## src/design/segment_box_slab_test_unit_macros.svh

```systemverilog
// Assertion helpers shared by the RTL. Each expects clk and arst_n in scope.
`ifndef SEGMENT_BOX_SLAB_TEST_UNIT_MACROS_SVH
`define SEGMENT_BOX_SLAB_TEST_UNIT_MACROS_SVH

// Same-cycle implication.
`define SBST_ASSERT_IMPL(lbl, ante, cons, msg) \
	lbl: assert property (@(posedge clk) disable iff (!arst_n) (ante) |-> (cons)) \
		else $error(msg);

// Next-cycle implication.
`define SBST_ASSERT_NEXT(lbl, ante, cons, msg) \
	lbl: assert property (@(posedge clk) disable iff (!arst_n) (ante) |=> (cons)) \
		else $error(msg);

`endif

```

## src/design/sbst_pkg.sv

```systemverilog
package sbst_pkg;

	localparam int ENTRY_FRAC_BITS = 16;
	localparam int COORD_W = 32;
	localparam int DIFF_W = COORD_W + 1;
	localparam int MAG_W = DIFF_W;
	localparam int QUOT_BITS = ENTRY_FRAC_BITS + 2;
	localparam int T_W = QUOT_BITS + 1;
	localparam int ENTRY_W = ENTRY_FRAC_BITS + 1;
	localparam int REM_W = MAG_W + QUOT_BITS;
	localparam int AXES = 3;
	localparam int LANES = 2 * AXES;
	localparam int QUEUE_DEPTH = 4;
	localparam int QPTR_W = $clog2(QUEUE_DEPTH);
	localparam int QCNT_W = $clog2(QUEUE_DEPTH + 1);

	typedef logic signed [COORD_W-1:0] coord_t;
	typedef logic signed [DIFF_W-1:0] diff_t;
	typedef logic [MAG_W-1:0] mag_t;
	typedef logic [REM_W-1:0] rem_t;
	typedef logic [QUOT_BITS-1:0] quot_t;
	typedef logic signed [T_W-1:0] tval_t;
	typedef logic [ENTRY_W-1:0] frac_t;

	localparam quot_t QUOT_LIMIT = {2'b10, {ENTRY_FRAC_BITS{1'b0}}};
	localparam tval_t T_ONE = {3'b001, {ENTRY_FRAC_BITS{1'b0}}};
	localparam frac_t FRAC_ONE = {1'b1, {ENTRY_FRAC_BITS{1'b0}}};

	typedef struct packed {
		diff_t delta;
		diff_t off_lo;
		diff_t off_hi;
		logic flat;
	} axis_job_t;

	typedef struct packed {
		axis_job_t [AXES-1:0] axis;
		logic flat_miss;
	} job_t;

	typedef struct packed {
		rem_t rem;
		mag_t dvs;
		quot_t quo;
		logic sat;
		logic neg;
	} lane_t;

endpackage

```

## src/design/sbst_if.sv

```systemverilog
interface sbst_item_if;
	import sbst_pkg::*;
	logic valid;
	logic ready;
	coord_t start_x;
	coord_t start_y;
	coord_t start_z;
	coord_t end_x;
	coord_t end_y;
	coord_t end_z;
	coord_t box_min_x;
	coord_t box_min_y;
	coord_t box_min_z;
	coord_t box_max_x;
	coord_t box_max_y;
	coord_t box_max_z;

	modport source (output valid, start_x, start_y, start_z, end_x, end_y, end_z,
		box_min_x, box_min_y, box_min_z, box_max_x, box_max_y, box_max_z, input ready);
	modport sink (input valid, start_x, start_y, start_z, end_x, end_y, end_z,
		box_min_x, box_min_y, box_min_z, box_max_x, box_max_y, box_max_z, output ready);
endinterface


```

## src/design/sbst_front.sv

```systemverilog
module sbst_front (
	sbst_item_if.sink items,
	output sbst_pkg::job_t job,
	output logic job_valid,
	input logic job_ready
);
	import sbst_pkg::*;

	coord_t s [AXES];
	coord_t e [AXES];
	coord_t lo [AXES];
	coord_t hi [AXES];
	logic [AXES-1:0] outside;
	logic [AXES-1:0] flat;

	assign s[0] = items.start_x;
	assign s[1] = items.start_y;
	assign s[2] = items.start_z;
	assign e[0] = items.end_x;
	assign e[1] = items.end_y;
	assign e[2] = items.end_z;
	assign lo[0] = items.box_min_x;
	assign lo[1] = items.box_min_y;
	assign lo[2] = items.box_min_z;
	assign hi[0] = items.box_max_x;
	assign hi[1] = items.box_max_y;
	assign hi[2] = items.box_max_z;

	always_comb begin
		for (int a = 0; a < AXES; a++) begin
			job.axis[a].delta = DIFF_W'(e[a]) - DIFF_W'(s[a]);
			job.axis[a].off_lo = DIFF_W'(lo[a]) - DIFF_W'(s[a]);
			job.axis[a].off_hi = DIFF_W'(hi[a]) - DIFF_W'(s[a]);
			flat[a] = (e[a] == s[a]);
			job.axis[a].flat = flat[a];
			outside[a] = (s[a] < lo[a]) || (s[a] > hi[a]);
		end
		// A segment with no extent on an axis can only miss through its start point.
		job.flat_miss = |(flat & outside);
	end

	assign job_valid = items.valid;
	assign items.ready = job_ready;

endmodule

```

## src/flat_wrapper.sv

```systemverilog
// flat-port wrapper written by rule: the top's interface ports become plain ports
module sbst_front_flat import sbst_pkg::*;
  (job, job_valid, job_ready, items_valid, items_start_x, items_start_y, items_start_z, items_end_x, items_end_y, items_end_z, items_box_min_x, items_box_min_y, items_box_min_z, items_box_max_x, items_box_max_y, items_box_max_z, items_ready);
  sbst_item_if items_i ();
  output sbst_pkg::job_t job;
  output logic job_valid;
  input logic job_ready;
  input wire logic [$bits(items_i.valid)-1:0] items_valid;
  input wire logic [$bits(items_i.start_x)-1:0] items_start_x;
  input wire logic [$bits(items_i.start_y)-1:0] items_start_y;
  input wire logic [$bits(items_i.start_z)-1:0] items_start_z;
  input wire logic [$bits(items_i.end_x)-1:0] items_end_x;
  input wire logic [$bits(items_i.end_y)-1:0] items_end_y;
  input wire logic [$bits(items_i.end_z)-1:0] items_end_z;
  input wire logic [$bits(items_i.box_min_x)-1:0] items_box_min_x;
  input wire logic [$bits(items_i.box_min_y)-1:0] items_box_min_y;
  input wire logic [$bits(items_i.box_min_z)-1:0] items_box_min_z;
  input wire logic [$bits(items_i.box_max_x)-1:0] items_box_max_x;
  input wire logic [$bits(items_i.box_max_y)-1:0] items_box_max_y;
  input wire logic [$bits(items_i.box_max_z)-1:0] items_box_max_z;
  output wire logic [$bits(items_i.ready)-1:0] items_ready;
  assign items_i.valid = items_valid;
  assign items_i.start_x = items_start_x;
  assign items_i.start_y = items_start_y;
  assign items_i.start_z = items_start_z;
  assign items_i.end_x = items_end_x;
  assign items_i.end_y = items_end_y;
  assign items_i.end_z = items_end_z;
  assign items_i.box_min_x = items_box_min_x;
  assign items_i.box_min_y = items_box_min_y;
  assign items_i.box_min_z = items_box_min_z;
  assign items_i.box_max_x = items_box_max_x;
  assign items_i.box_max_y = items_box_max_y;
  assign items_i.box_max_z = items_box_max_z;
  assign items_ready = items_i.ready;
  sbst_front u_core (.items(items_i), .job(job), .job_valid(job_valid), .job_ready(job_ready));
endmodule
```

## config.mk

```make
export PLATFORM = sky130hd
export DESIGN_NAME = sbst_front_flat
export DESIGN_NICKNAME = d
export VERILOG_FILES = /design/src/design/segment_box_slab_test_unit_macros.svh /design/src/design/sbst_pkg.sv /design/src/design/sbst_if.sv /design/src/design/sbst_front.sv /design/src/flat_wrapper.sv
export SDC_FILE = /design/constraint.sdc
export NUM_CORES = 1
export LEC_CHECK = 0
export BUFFER_PORTS_ARGS = -buffer_cell sky130_fd_sc_hd__clkbuf_2
export CAP_MARGIN = 10
export CORE_AREA = 4 4 263 265
export DETAILED_ROUTE_END_ITERATION = 16
export DIE_AREA = 0 0 267 269
export GPL_ROUTABILITY_DRIVEN = 0
export MAX_ROUTING_LAYER = met4
export PLACE_DENSITY = 0.42
export SLEW_MARGIN = 25
export SYNTH_ARGS = -nofsm -noshare
export SYNTH_HDL_FRONTEND = slang
export SYNTH_SLANG_ARGS = --single-unit
```

## constraint.sdc

```tcl
create_clock -name vclk -period 12.6
set_clock_uncertainty 0.15 [all_clocks]
set_input_delay 1.89 -clock vclk [all_inputs]
set_output_delay 1.89 -clock vclk [all_outputs]
set_load 0.005 [all_outputs]
```

==> metrics.md <==
| Metric | Value |
|---|---|
| Starting Density | `21.6%` |
| Worst Path Required | `10560 ps` |
| Gate Count Post-Synth | `2074` |
| HP Class | `in2out` |
| Storage element area | `0 µm²` |
| Final period util | `63.5%` |
| Row count | `95` |
| WP buf/inv | `3` |
| Worst-path cell chain | `clkbuf_2 > inv_1 > ha_1 > nor2b_1 > o31a_1 > o31a_1 > o211ai_1 > a21oi_1 > o41ai_1 > o21bai_1 > a2111oi_0 > o221ai_1 > a22oi_1 > o2111ai_1 > clkbuf_2` |
| Cell area after synthesis | `14400 µm²` |
| Slew headroom | `36.5%` |
| RSZ-0062 raised after global routing | `no` |
| Die area | `71800 µm²` |
| Seq/Total Area, Yosys | `0%` |
| Min Tclk post-route | `8010 ps` |
| Clk pwr share | `0%` |
| Hold path startpoint | `job_ready` |
| Vias in the first global route | `17.9k` |
| Fillers | `7608` |
| Crit-path max FO | `4` |
| Yosys warning count | `0` |
| Die Width | `267 µm` |
| Lkg Pwr | `10.3 nW` |
| CTS resizes | `0` |
| DRT antenna net count | `0` |
| Hpwl dp | `69500 µm` |
| Sw Pwr | `0.692 mW` |
| Max-cap violations | `0` |
| DR WL met3 | `4460 µm` |
| Fin area | `18900 µm²` |
| Avg WL per Cell | `20.9 µm` |
| Status | `finished, final reports clean` |
| Pins Over Slew Limit | `0` |
| # Post-CTS Setup Buffers | `0` |
| Slowest library cell on the worst path | `a2111oi_0` |
| CP Class | `in2out` |
| Top delay family on crit path | `compound AO/OA/AOI/OAI gates` |
| Largest net degree at the start of global routing | `10` |
| Overflow after GRT | `0` |
| First-pass GRT wire length | `108000 µm` |
| DR WL met2 | `37700 µm` |
| Max Used Layer | `met4` |
| NumNets Final | `3431` |
| Drt first pass iters | `5` |
| Final setup violation count | `0` |
| Share of layout cells above drive strength 1 | `26.1%` |
| DRT iter0 DRCs | `1012` |
| Detailed Route WL | `75800 µm` |
| Cell Pwr Density | `63.9 nW/µm²` |
| Fmax | `125 MHz` |
| Total I/O pin count | `689` |
| Final Core Density | `28.3%` |
| Area grow syn2layout | `31.0%` |
| Comb power frac | `100.0%` |
| GRT Util Overall | `19.8%` |
| Cts hold-fix bufs | `0` |
| Core area | `66800 µm²` |
| IO Port Bufs | `685` |
| Die Y | `269 µm` |
| Synth unique cells | `72` |
| Final Total Pwr | `1.21 mW` |
| Placed Area | `18900 µm²` |
| Clock buf count | `0` |
| Max incr delay on CP | `530 ps` |
| Initial antenna violation count | `10` |
| Final hold violation count | `0` |
| CP arrival | `5970 ps` |
| Hold Path End | `items_ready` |
| Slew @ Worst Pin | `944 ps` |
| Met1 wire length | `30900 µm` |
| Setup TNS | `0 ps` |
| Critical Path Start Type | `input port` |
| Syn Nets | `2763` |
| Worst hold stages | `0` |
| Switching part of the total | `57.3%` |
| Sequential Power Share | `0%` |
| Sequential cell count | `0` |
| Max VDD drop | `0.0242 mV` |
| Vias per cell | `4.99` |
| CP Capture Type | `primary output` |
| Avg Inst Size Synth | `6.95 µm²` |
| Vias | `18.1k` |
| Internal | `0.514 mW` |
| DRC viols | `0` |
placed cells by master, fill, tap and decap left out, types with 8 or more instances in the layout:
master,instances
a211o_1,8
a211oi_1,18
a21boi_0,8
a21o_1,135
a21oi_1,210
a221oi_1,9
a31oi_1,20
and2_1,15
and3_1,18
clkbuf_2,685
diode_2,11
fa_1,9
ha_1,294
inv_1,205
nand2_1,126
nand2b_1,37
nand3_1,54
nand4_1,28
nor2_1,174
nor2b_1,42
nor3_1,36
nor4_1,13
o211ai_1,16
o21a_1,55
o21ai_0,122
o21bai_1,30
o31a_1,9
o31ai_1,9
o41ai_1,9
or3_1,10
xnor2_1,178
xor2_1,61
cell families (layout without fill, tap and decap cells):
| logic type | Yosys count | count (layout) | synth area share (%) |
|---|---|---|---|
| buffers and inverters | 224 | 890 | 5.89 |
| multiplexers | 1 | 1 | 0.0781 |
| other | 0 | 11 | 0 |
| adder cells (fa/ha/maj) | 303 | 303 | 26.8 |
| AO/OA/AOI/OAI | 725 | 725 | 33.1 |
| AND/OR/NAND/NOR | 582 | 582 | 19.6 |
| XOR/XNOR | 239 | 239 | 14.5 |
Yosys cell counts (all sizes together), types with 19 or more instances:
master | number | share of area, %
ha | 294 | 26
a21oi | 211 | 7.4
inv | 205 | 5.3
xnor2 | 178 | 11
nor2 | 174 | 4.5
a21o | 137 | 7.2
nand2 | 126 | 3.3
o21ai | 123 | 4.3
xor2 | 61 | 3.7
nand3 | 56 | 2.0
o21a | 55 | 2.9
nor2b | 42 | 1.8
nand2b | 37 | 1.6
nor3 | 36 | 1.3
o21bai | 30 | 1.6
nand4 | 28 | 1.2
and3 | 21 | 0.94
a31oi | 20 | 0.87
a211oi | 19 | 1.0
per-layer routing:
metal	vias up	track usage, %
met5	-	-
met2	649	35.9
met3	96	2.78
met1	8448	22.8
li1	8889	-
met4	0	6.05
cell type report:
cell class | instances | area [µm²] | area share [%]
Antenna cell | 11 | 27.5 | 0.146
Inverter | 205 | 769 | 4.08
Multi-Input combinational cell | 1850 | 13600 | 71.8
Tap cell | 873 | 1090 | 5.79
Timing Repair Buffer | 685 | 3430 | 18.2
through the flow:
stage	cells	setup WS (ps)	hold slack [ps]
after floorplan	2074	5950	3710
after CTS	3613	4630	3630
after global placement	3613	4690	3630
final	3624	4590	3630
after global routing	3623	4390	3630
after detailed placement	3613	4640	3630
power groups by stage:
stage	clock, mW	combinational, mW	sequential (mW)
2_1_floorplan	0	0.682	0
3_3_place_gp	0	1.20	0
3_5_place_dp	0	1.20	0
4_1_cts	0	1.21	0
5_1_grt	0.000000106	1.31	0
6_report	0.000000117	1.21	0
worst max-delay path by stage:
| stage | startpoint | to | slack (ps) | cells after the start |
|---|---|---|---|---|
| finish | items_start_z[1] | job[0] | 4590 | 15 |
| CTS | items_start_z[1] | job[0] | 4630 | 15 |
| global route | items_start_z[1] | job[0] | 4390 | 15 |
| floorplan | items_start_y[8] | job[0] | 5950 | 13 |
| detailed placement | items_start_z[1] | job[0] | 4640 | 15 |
| global placement | items_start_z[1] | job[0] | 4690 | 15 |
No activity file was read; power rests on OpenSTA's default activity.
