`src/design/segment_box_slab_test_unit_macros.svh`:
```
// Assertion helpers shared by the RTL. Each expects clk and arst_n in scope.
`ifndef SEGMENT_BOX_SLAB_TEST_UNIT_MACROS_SVH
`define SEGMENT_BOX_SLAB_TEST_UNIT_MACROS_SVH

// Same-cycle implication.
`define SBST_ASSERT_IMPL(lbl, ante, cons, msg) \
	lbl: assert property (@(posedge clk) disable iff (!arst_n) (ante) |-> (cons)) \
		else $error(msg);

// Next-cycle implication.
`define SBST_ASSERT_NEXT(lbl, ante, cons, msg) \
	lbl: assert property (@(posedge clk) disable iff (!arst_n) (ante) |=> (cons)) \
		else $error(msg);

`endif

```
`src/design/sbst_pkg.sv`:
```
package sbst_pkg;

	localparam int ENTRY_FRAC_BITS = 16;
	localparam int COORD_W = 32;
	localparam int DIFF_W = COORD_W + 1;
	localparam int MAG_W = DIFF_W;
	localparam int QUOT_BITS = ENTRY_FRAC_BITS + 2;
	localparam int T_W = QUOT_BITS + 1;
	localparam int ENTRY_W = ENTRY_FRAC_BITS + 1;
	localparam int REM_W = MAG_W + QUOT_BITS;
	localparam int AXES = 3;
	localparam int LANES = 2 * AXES;
	localparam int QUEUE_DEPTH = 4;
	localparam int QPTR_W = $clog2(QUEUE_DEPTH);
	localparam int QCNT_W = $clog2(QUEUE_DEPTH + 1);

	typedef logic signed [COORD_W-1:0] coord_t;
	typedef logic signed [DIFF_W-1:0] diff_t;
	typedef logic [MAG_W-1:0] mag_t;
	typedef logic [REM_W-1:0] rem_t;
	typedef logic [QUOT_BITS-1:0] quot_t;
	typedef logic signed [T_W-1:0] tval_t;
	typedef logic [ENTRY_W-1:0] frac_t;

	localparam quot_t QUOT_LIMIT = {2'b10, {ENTRY_FRAC_BITS{1'b0}}};
	localparam tval_t T_ONE = {3'b001, {ENTRY_FRAC_BITS{1'b0}}};
	localparam frac_t FRAC_ONE = {1'b1, {ENTRY_FRAC_BITS{1'b0}}};

	typedef struct packed {
		diff_t delta;
		diff_t off_lo;
		diff_t off_hi;
		logic flat;
	} axis_job_t;

	typedef struct packed {
		axis_job_t [AXES-1:0] axis;
		logic flat_miss;
	} job_t;

	typedef struct packed {
		rem_t rem;
		mag_t dvs;
		quot_t quo;
		logic sat;
		logic neg;
	} lane_t;

endpackage

```
`src/design/sbst_queue.sv`:
```
module sbst_queue (
	input logic clk,
	input logic arst_n,
	input sbst_pkg::job_t wr_data,
	input logic wr_valid,
	output logic wr_ready,
	output sbst_pkg::job_t rd_data,
	output logic rd_valid,
	input logic rd_pop
);
	import sbst_pkg::*;

	job_t slots_q [QUEUE_DEPTH];
	logic [QPTR_W-1:0] wr_ptr_q;
	logic [QPTR_W-1:0] rd_ptr_q;
	logic [QCNT_W-1:0] count_q;
	logic push;
	logic pop;

	assign wr_ready = (count_q != QCNT_W'(QUEUE_DEPTH));
	assign rd_valid = (count_q != '0);
	assign push = wr_valid && wr_ready;
	assign pop = rd_pop && rd_valid;
	assign rd_data = slots_q[rd_ptr_q];

	always_ff @(posedge clk or negedge arst_n) begin
		if (!arst_n) begin
			wr_ptr_q <= '0;
			rd_ptr_q <= '0;
			count_q <= '0;
		end else begin
			if (push) begin
				wr_ptr_q <= (wr_ptr_q == QPTR_W'(QUEUE_DEPTH - 1)) ? '0 : wr_ptr_q + 1'b1;
			end
			if (pop) begin
				rd_ptr_q <= (rd_ptr_q == QPTR_W'(QUEUE_DEPTH - 1)) ? '0 : rd_ptr_q + 1'b1;
			end
			count_q <= count_q + QCNT_W'(push) - QCNT_W'(pop);
		end
	end

	always_ff @(posedge clk) begin
		if (push) begin
			slots_q[wr_ptr_q] <= wr_data;
		end
	end

endmodule

```
`config.mk`:
```
export PLATFORM = sky130hd
export DESIGN_NAME = sbst_queue
export DESIGN_NICKNAME = d
export VERILOG_FILES = /design/src/design/segment_box_slab_test_unit_macros.svh /design/src/design/sbst_pkg.sv /design/src/design/sbst_queue.sv
export SDC_FILE = /design/constraint.sdc
export NUM_CORES = 1
export LEC_CHECK = 0
export BUFFER_PORTS_ARGS = -buffer_cell sky130_fd_sc_hd__buf_2
export CELL_PAD_IN_SITES_DETAIL_PLACEMENT = 2
export CELL_PAD_IN_SITES_GLOBAL_PLACEMENT = 2
export CORE_MARGIN = 4
export CORE_UTILIZATION = 30
export CTS_BUF_LIST = sky130_fd_sc_hd__clkbuf_4 sky130_fd_sc_hd__clkbuf_8
export DETAILED_ROUTE_END_ITERATION = 8
export PLACE_DENSITY = 0.67
export SYNTH_ARGS = -nofsm -noshare
export SYNTH_HDL_FRONTEND = slang
export SYNTH_SLANG_ARGS = --single-unit
```
`constraint.sdc`:
```
create_clock -name clk -period 23.4 [get_ports clk]
set_input_delay 2.34 -clock clk [delete_from_list [all_inputs] [get_ports clk]]
set_output_delay 2.34 -clock clk [all_outputs]
set_load 0.01 [all_outputs]
```
==> impl_results.md, run 1 <==
- Num CTS Buffers: 203
- WL per Instance: 25.64 µm
- CP Cell Sequence: buf_4 -> buf_4 -> buf_4 -> mux4_2 -> buf_2
- Hpwl dp: 72750 µm
- Chip height: 390.6 µm
- Cell Area, Placed: 49060 µm²
- Worst skew pair latency: 0.86 ns
- CTS Sinks: 1211
- Layout cells sized above 1: 0.4927
- Yosys top cell by area: edfxtp_1
- Setup crit end kind: primary output
- Syn Std Cell Area: 43920 µm²
- IO buf count: 607
- Via density: 4.575
- Slowest CP cell: dfrtp_4
- # fillers: 13950
- Remaining DRCs: 0
- Critical setup path kind: flip-flop to primary output
- Post-CTS Hold Buffers: 0
- Maximum VDD drop: 0.08149 mV
- Status: finished clean
- Initial antenna violation count: 50
- Skew final: 0.04649 ns
- Pwr Total: 6848 µW
- Clock slew at reported path FFs: 0.06 ns
- Pwr per Cell Area: 128.9 nW/µm²
- Cell variety after synth: 20
- Post-synthesis register bit count: 1211
- Initial Utilization: 0.3017
- Top Family by Delay on Critical Path: buffers and inverters
- Area growth from synthesis to layout: 20.94%
- Max Root-Sink Buffers: 3
- CTS tree: built
- Buffer count from post-CTS setup fixing: 0
- Pin count of the biggest net entering global routing: 134
- CTS Root Cell: clkbuf_8
- Yosys warns: 0
- Row count: 140
- Sequential fraction of the synthesis area: 0.8272
- Asr flop ratio synth: 0.005780
- Overflow after GRT: 0
- Vias in the first global route: 23650
- Final Instance Area: 53120 µm²
- Rel. slew slack: 0.1215
- Post-synth EDFFs: 1204
- Die area: 152600 µm²
- Fmax: 132.9 MHz
- Mean post-synth cell area: 27.26 µm²
- Worst min path class: flip-flop to flip-flop
- IO Pins: 608
- Iter 0 DRT Violations: 1193
- Synth top area share: 0.8232
- Final setup vio count: 0
- Worst-margin pin slew: 1.318 ns
- Cells after Synth: 1611
- Synth area leaders: edfxtp_1 (82%), mux4_2 (15%), buf_6 (0.74%)
- Syn_nets: 1924
- Final period utilization: 0.3216
- Final nets: 2689
- Largest fanout on the critical path: 46
- Drt total wl: 115100 µm
- Via count: 20530
- First-pass GRT wire length: 166300 µm
- Fin util: 0.3649
- Critical path startpoint category: flip-flop
- CP peak stage delay: 0.90 ns
- Hold Fails Final Rpt: 0
- Pre-antenna DRT Iters: 5
- Core ar.: 145600 µm²
- H-tree levels: 4
- Crit path required time: 21.06 ns
- Most common cell in the netlist: edfxtp_1
- CP most frequent cell: buf_4
- Setup_tns: 0 ns
- Synth Flop Type: edfxtp_1
- Sum of buffers and inverters on the critical path: 4
- Post-CTS Resized: 0
- Critical path arrival: 5.18 ns
- Gpl congestion: 0.7194
- Most frequent cells after synthesis: edfxtp_1 (1204), mux4_2 (301), buf_2 (32)
- Overall Global Routing Usage: 0.1482
- Max-Cap Viols: 0
- ANT nets after route: 0
- Final number of max-transition violations: 0
- Die outline width: 390.6 µm
- Min Tclk post-route: 7.525 ns
- RSZ-0062 raised after global routing: no
- Leakage: 0.01775 µW
through the flow:
stage | cells | worst slack, ns | hold WS, ns
2_1_floorplan | 1611 | 13.49 | 0.4529
3_3_place_gp | 4088 | 16.58 | 0.4670
3_5_place_dp | 4088 | 16.51 | 0.5068
4_1_cts | 4448 | 15.48 | 0.5133
5_1_grt | 4466 | 15.32 | 0.5379
6_report | 4488 | 15.88 | 0.5098
cell families after synthesis:
| kind of cell | after synthesis | synth area share |
|---|---|---|
| xor+xnor | 2 | 0.0003989 |
| mux | 305 | 0.1556 |
| simple gates | 10 | 0.001424 |
| buf+inv | 75 | 0.01296 |
| fa+ha+maj | 8 | 0.002450 |
| flops | 1211 | 0.8272 |
layout make-up:
| type | count | area (µm²) | area share |
|---|---|---|---|
| antenna | 40 | 100.1 | 0.001884 |
| clock buffer | 278 | 3407 | 0.06414 |
| clock inverter | 82 | 549.3 | 0.01034 |
| inverter | 7 | 26.28 | 0.0004947 |
| multi-input combinational | 325 | 7039 | 0.1325 |
| sequential | 1211 | 36340 | 0.6841 |
| tap | 1917 | 2399 | 0.04516 |
| timing repair buffer | 628 | 3258 | 0.06134 |
registers in the layout (all words and copies together) (netlist names):
register,count
count_q,3
rd_ptr_q,2
wr_ptr_q,2
slots_q,1204
path summary, 6_finish.rpt:
path | startpoint | endpoint | slack (ns) | cells after the start
worst max-delay path | rd_ptr_q[0] | rd_data[134] | 15.88 | 5
worst min-delay path | count_q[2] | count_q[2] | 0.51 | 1
worst max register to register | count_q[2] | slots_q[2][105] | 19.53 | 4
worst min register to register | count_q[2] | count_q[2] | 0.51 | 1
max in group asynchronous | arst_n | rd_ptr_q[1] | 21.86 | 1
min in group asynchronous | arst_n | count_q[2] | 1.32 | 1
worst register-to-register path, delay by kind of cell (launching register included):
family / cells / cell delay [ns]
AND/OR/NAND/NOR: 2 / 1.15
buffers and inverters: 2 / 1.82
flip-flops: 1 / 0.40
layout by cell type (no fill, tap or decap), drive strengths merged, types with 2 or more instances in the layout:
cell,netlist,final
clkbuf,3,278
clkinv,0,68
bufinv,0,6
mux2,4,4
diode,0,40
nor2,2,2
buf,65,628
edfxtp,1204,1204
mux4,301,301
ha,7,7
dfrtp,7,7
inv,7,13
and3,4,4
clkinvlp,0,2
xnor2,2,2
per-layer routing:
layer	up-vias	GRT usage	wire, µm
met3	219	0.05181	8527
li1	8665	-	-
met4	16	0.05712	3290
met1	10980	0.1708	43280
met2	648	0.2539	59900
met5	-	0	79
report_power, final:
group	internal [µW]	switching, µW	total [µW]	leakage, µW
registers	2870	150	3020	0.0111
logic	833	1150	1980	0.00455
clock network	1000	837	1840	0.00209
No activity file was read; power rests on OpenSTA's default activity.
==> run 2, diff against run 1 <==
- PLACE_DENSITY: 0.67 -> 0.69
- clock period: 23.4 -> 6.8 ns (I/O delays scaled with it)
==> run 2 against run 1 <==
Effect of this change:
- count of clock-buffer cells in the layout down 7
- largest cell class unchanged
- critical path depth down 2
- via count up 6.6%
- first-iteration DRC count up 3.2%
==> impl_results.md, run 2 (synthesis results as in run 1) <==
- Status: finished clean
- Slowest CP cell: dfrtp_4
- Pin count of the biggest net entering global routing: 140 (+4.5%)
- Final nets: 2989 (+11%)
- Die outline width: 390.6 µm (unchanged)
- Commonest cells after routing, fill and taps aside: edfxtp_1 (1204), buf_2 (607), dlygate4sd3_1 (302)
- Commonest non-fill, non-tap cell in the layout: edfxtp_1
- Row count: 140 (unchanged)
- Final worst-path setup slack: 2.532 ns (-13.34 ns)
- Max reg flops: 1204 (unchanged)
- Cell depth of the worst flop-to-flop path: 3 (-1)
- Leakage: 0.01898 µW (+6.9%)
- Final number of max-transition violations: 0 (unchanged)
- Chip height: 390.6 µm (unchanged)
- Core ar.: 145600 µm² (unchanged)
- Skew final: 0.04533 ns (-0.001158 ns)
- CP Cell Sequence: buf_12 -> mux4_2 -> buf_2
- Iter 0 DRT Violations: 1231 (+3.2%)
- Pwr Total: 23830 µW (+250%)
- H-tree levels: 4 (unchanged)
- Remaining DRCs: 0 (unchanged)
- Post-Place Setup Slack: 3.407 ns (-13.10 ns)
- Via density: 4.587 (+0.26%)
- ANT nets after route: 0 (unchanged)
- WL per Instance: 26.30 µm (+2.6%)
- Critical path arrival: 3.59 ns (-1.59 ns)
- Flop-to-flop setup slack: 3.72 ns (-15.81 ns)
- Hpwl dp: 76130 µm (+4.6%)
- Rel. slew slack: 0.1446 (+0.02315)
- Post-CTS Resized: 0 (unchanged)
- Pwr per Cell Area: 424.9 nW/µm² (+230%)
- Overflow after GRT: 0 (unchanged)
- Maximum VDD drop: 0.2536 mV (+210%)
- CTS tree: built
- Num CTS Buffers: 204 (+0.49%)
- Largest Register: slots_q
- Critical setup path kind: flip-flop to primary output
- Largest regs: slots_q: 1204 flops, count_q: 3 flops
- Hold Fails Final Rpt: 0 (unchanged)
- Largest fanout on the critical path: 101 (+120%)
- IO buf count: 607 (unchanged)
- Layout cells sized above 1: 0.4402 (-0.05252)
- Register area: 36340 µm² (unchanged)
- Max Root-Sink Buffers: 3 (unchanged)
- Initial antenna violation count: 26 (-48%)
- Area of the multi-input gates: 7039 µm² (unchanged)
- Vias in the first global route: 25630 (+8.4%)
- Max-Cap Viols: 0 (unchanged)
- First-pass GRT wire length: 181400 µm (+9.1%)
- Overall Global Routing Usage: 0.1623 (+0.01410)
- Critical R2R Capture: slots_q[3][110]
- Initial Utilization: 0.3017 (unchanged)
- RSZ-0062 raised after global routing: no
- Via count: 21890 (+6.6%)
- Pre-antenna DRT Iters: 5 (unchanged)
- CTS Root Cell: clkbuf_8
- Setup crit end kind: primary output
- Area growth from synthesis to layout: 27.69%
- Gpl congestion: 0.7378 (+2.6%)
- Drt total wl: 125500 µm (+9.0%)
- Die area: 152600 µm² (unchanged)
- CP peak stage delay: 0.91 ns (about the same)
- Clock slew at reported path FFs: 0.06 ns (about the same)
- Crit path required time: 6.12 ns (-14.94 ns)
- Worst-margin pin slew: 1.283 ns (-0.03472 ns)
- Worst skew pair latency: 0.91 ns (+0.05 ns)
- Final setup vio count: 0 (unchanged)
- Worst reg2reg startpoint: wr_ptr_q[0]
- Min Tclk post-route: 4.268 ns
- Critical path startpoint category: flip-flop
- Final period utilization: 0.6276
- # fillers: 13830 (-0.86%)
- Setup_tns: 0 ns (unchanged)
- IO Pins: 608 (unchanged)
- CTS Sinks: 1211 (unchanged)
- Worst hold slack: 0.2245 ns (-0.2853 ns)
- Worst min path class: input port to asynchronous set/reset pin
- Fmax: 234.3 MHz
-- run 2: worst max path at each step --
stage / startpoint / endpoint / depth (start not counted)
floorplan: wr_valid / slots_q[0][0] / 1
global placement: rd_ptr_q[0] / rd_data[90] / 3
detailed placement: rd_ptr_q[0] / rd_data[112] / 3
CTS: rd_ptr_q[0] / rd_data[112] / 3
global route: rd_ptr_q[0] / rd_data[103] / 3
finish: rd_ptr_q[0] / rd_data[103] / 3
-- run 2: per-layer routing --
metal  track usage  vias up  share of wire
met3       0.04715      265          0.064
met5             0        -        0.00037
met4       0.07242        8          0.042
met2        0.2932      811           0.53
li1              -     9226              -
met1        0.1760    11580           0.36
-- run 2: final cells by class --
cell class / count / share of cell area
multi-input combinational: 325 / 0.1255
tap: 1917 / 0.04277
clock inverter: 92 / 0.009973
timing repair buffer: 927 / 0.1132
sequential: 1211 / 0.6480
antenna: 22 / 0.0009817
clock buffer: 271 / 0.05915
inverter: 7 / 0.0004685
-- run 2: repair_timing --
item | 4_1_cts | 5_1_grt
setup buffers | 0 | 0
hold endpoints to repair | 1211 | 0
endpoints found under the setup margin | 0 | 0
hold buffers | 302 | 0
-- run 2: worst max-delay path: cells and delay by family, from the launching register on --
kind | cells | cell delay [ns]
mux | 1 | 0.66
flops | 1 | 0.91
buf+inv | 2 | 0.71
-- run 2: stage by stage --
step / area [µm²] / instances / util
6_report: 56080 / 4772 / 0.3853
5_1_grt: 56070 / 4767 / 0.3852
4_1_cts: 56020 / 4750 / 0.3849
3_5_place_dp: 49120 / 4085 / 0.3375
3_3_place_gp: 49120 / 4085 / 0.3375
2_1_floorplan: 43920 / 1611 / -
-- run 2: power by group --
part | internal, µW | total, µW | switching [µW]
Sequential | 9890 | 10500 | 571
Clock | 3290 | 6310 | 3020
Combinational | 3010 | 7050 | 4040
Total | 16200 | 23800 | 7630
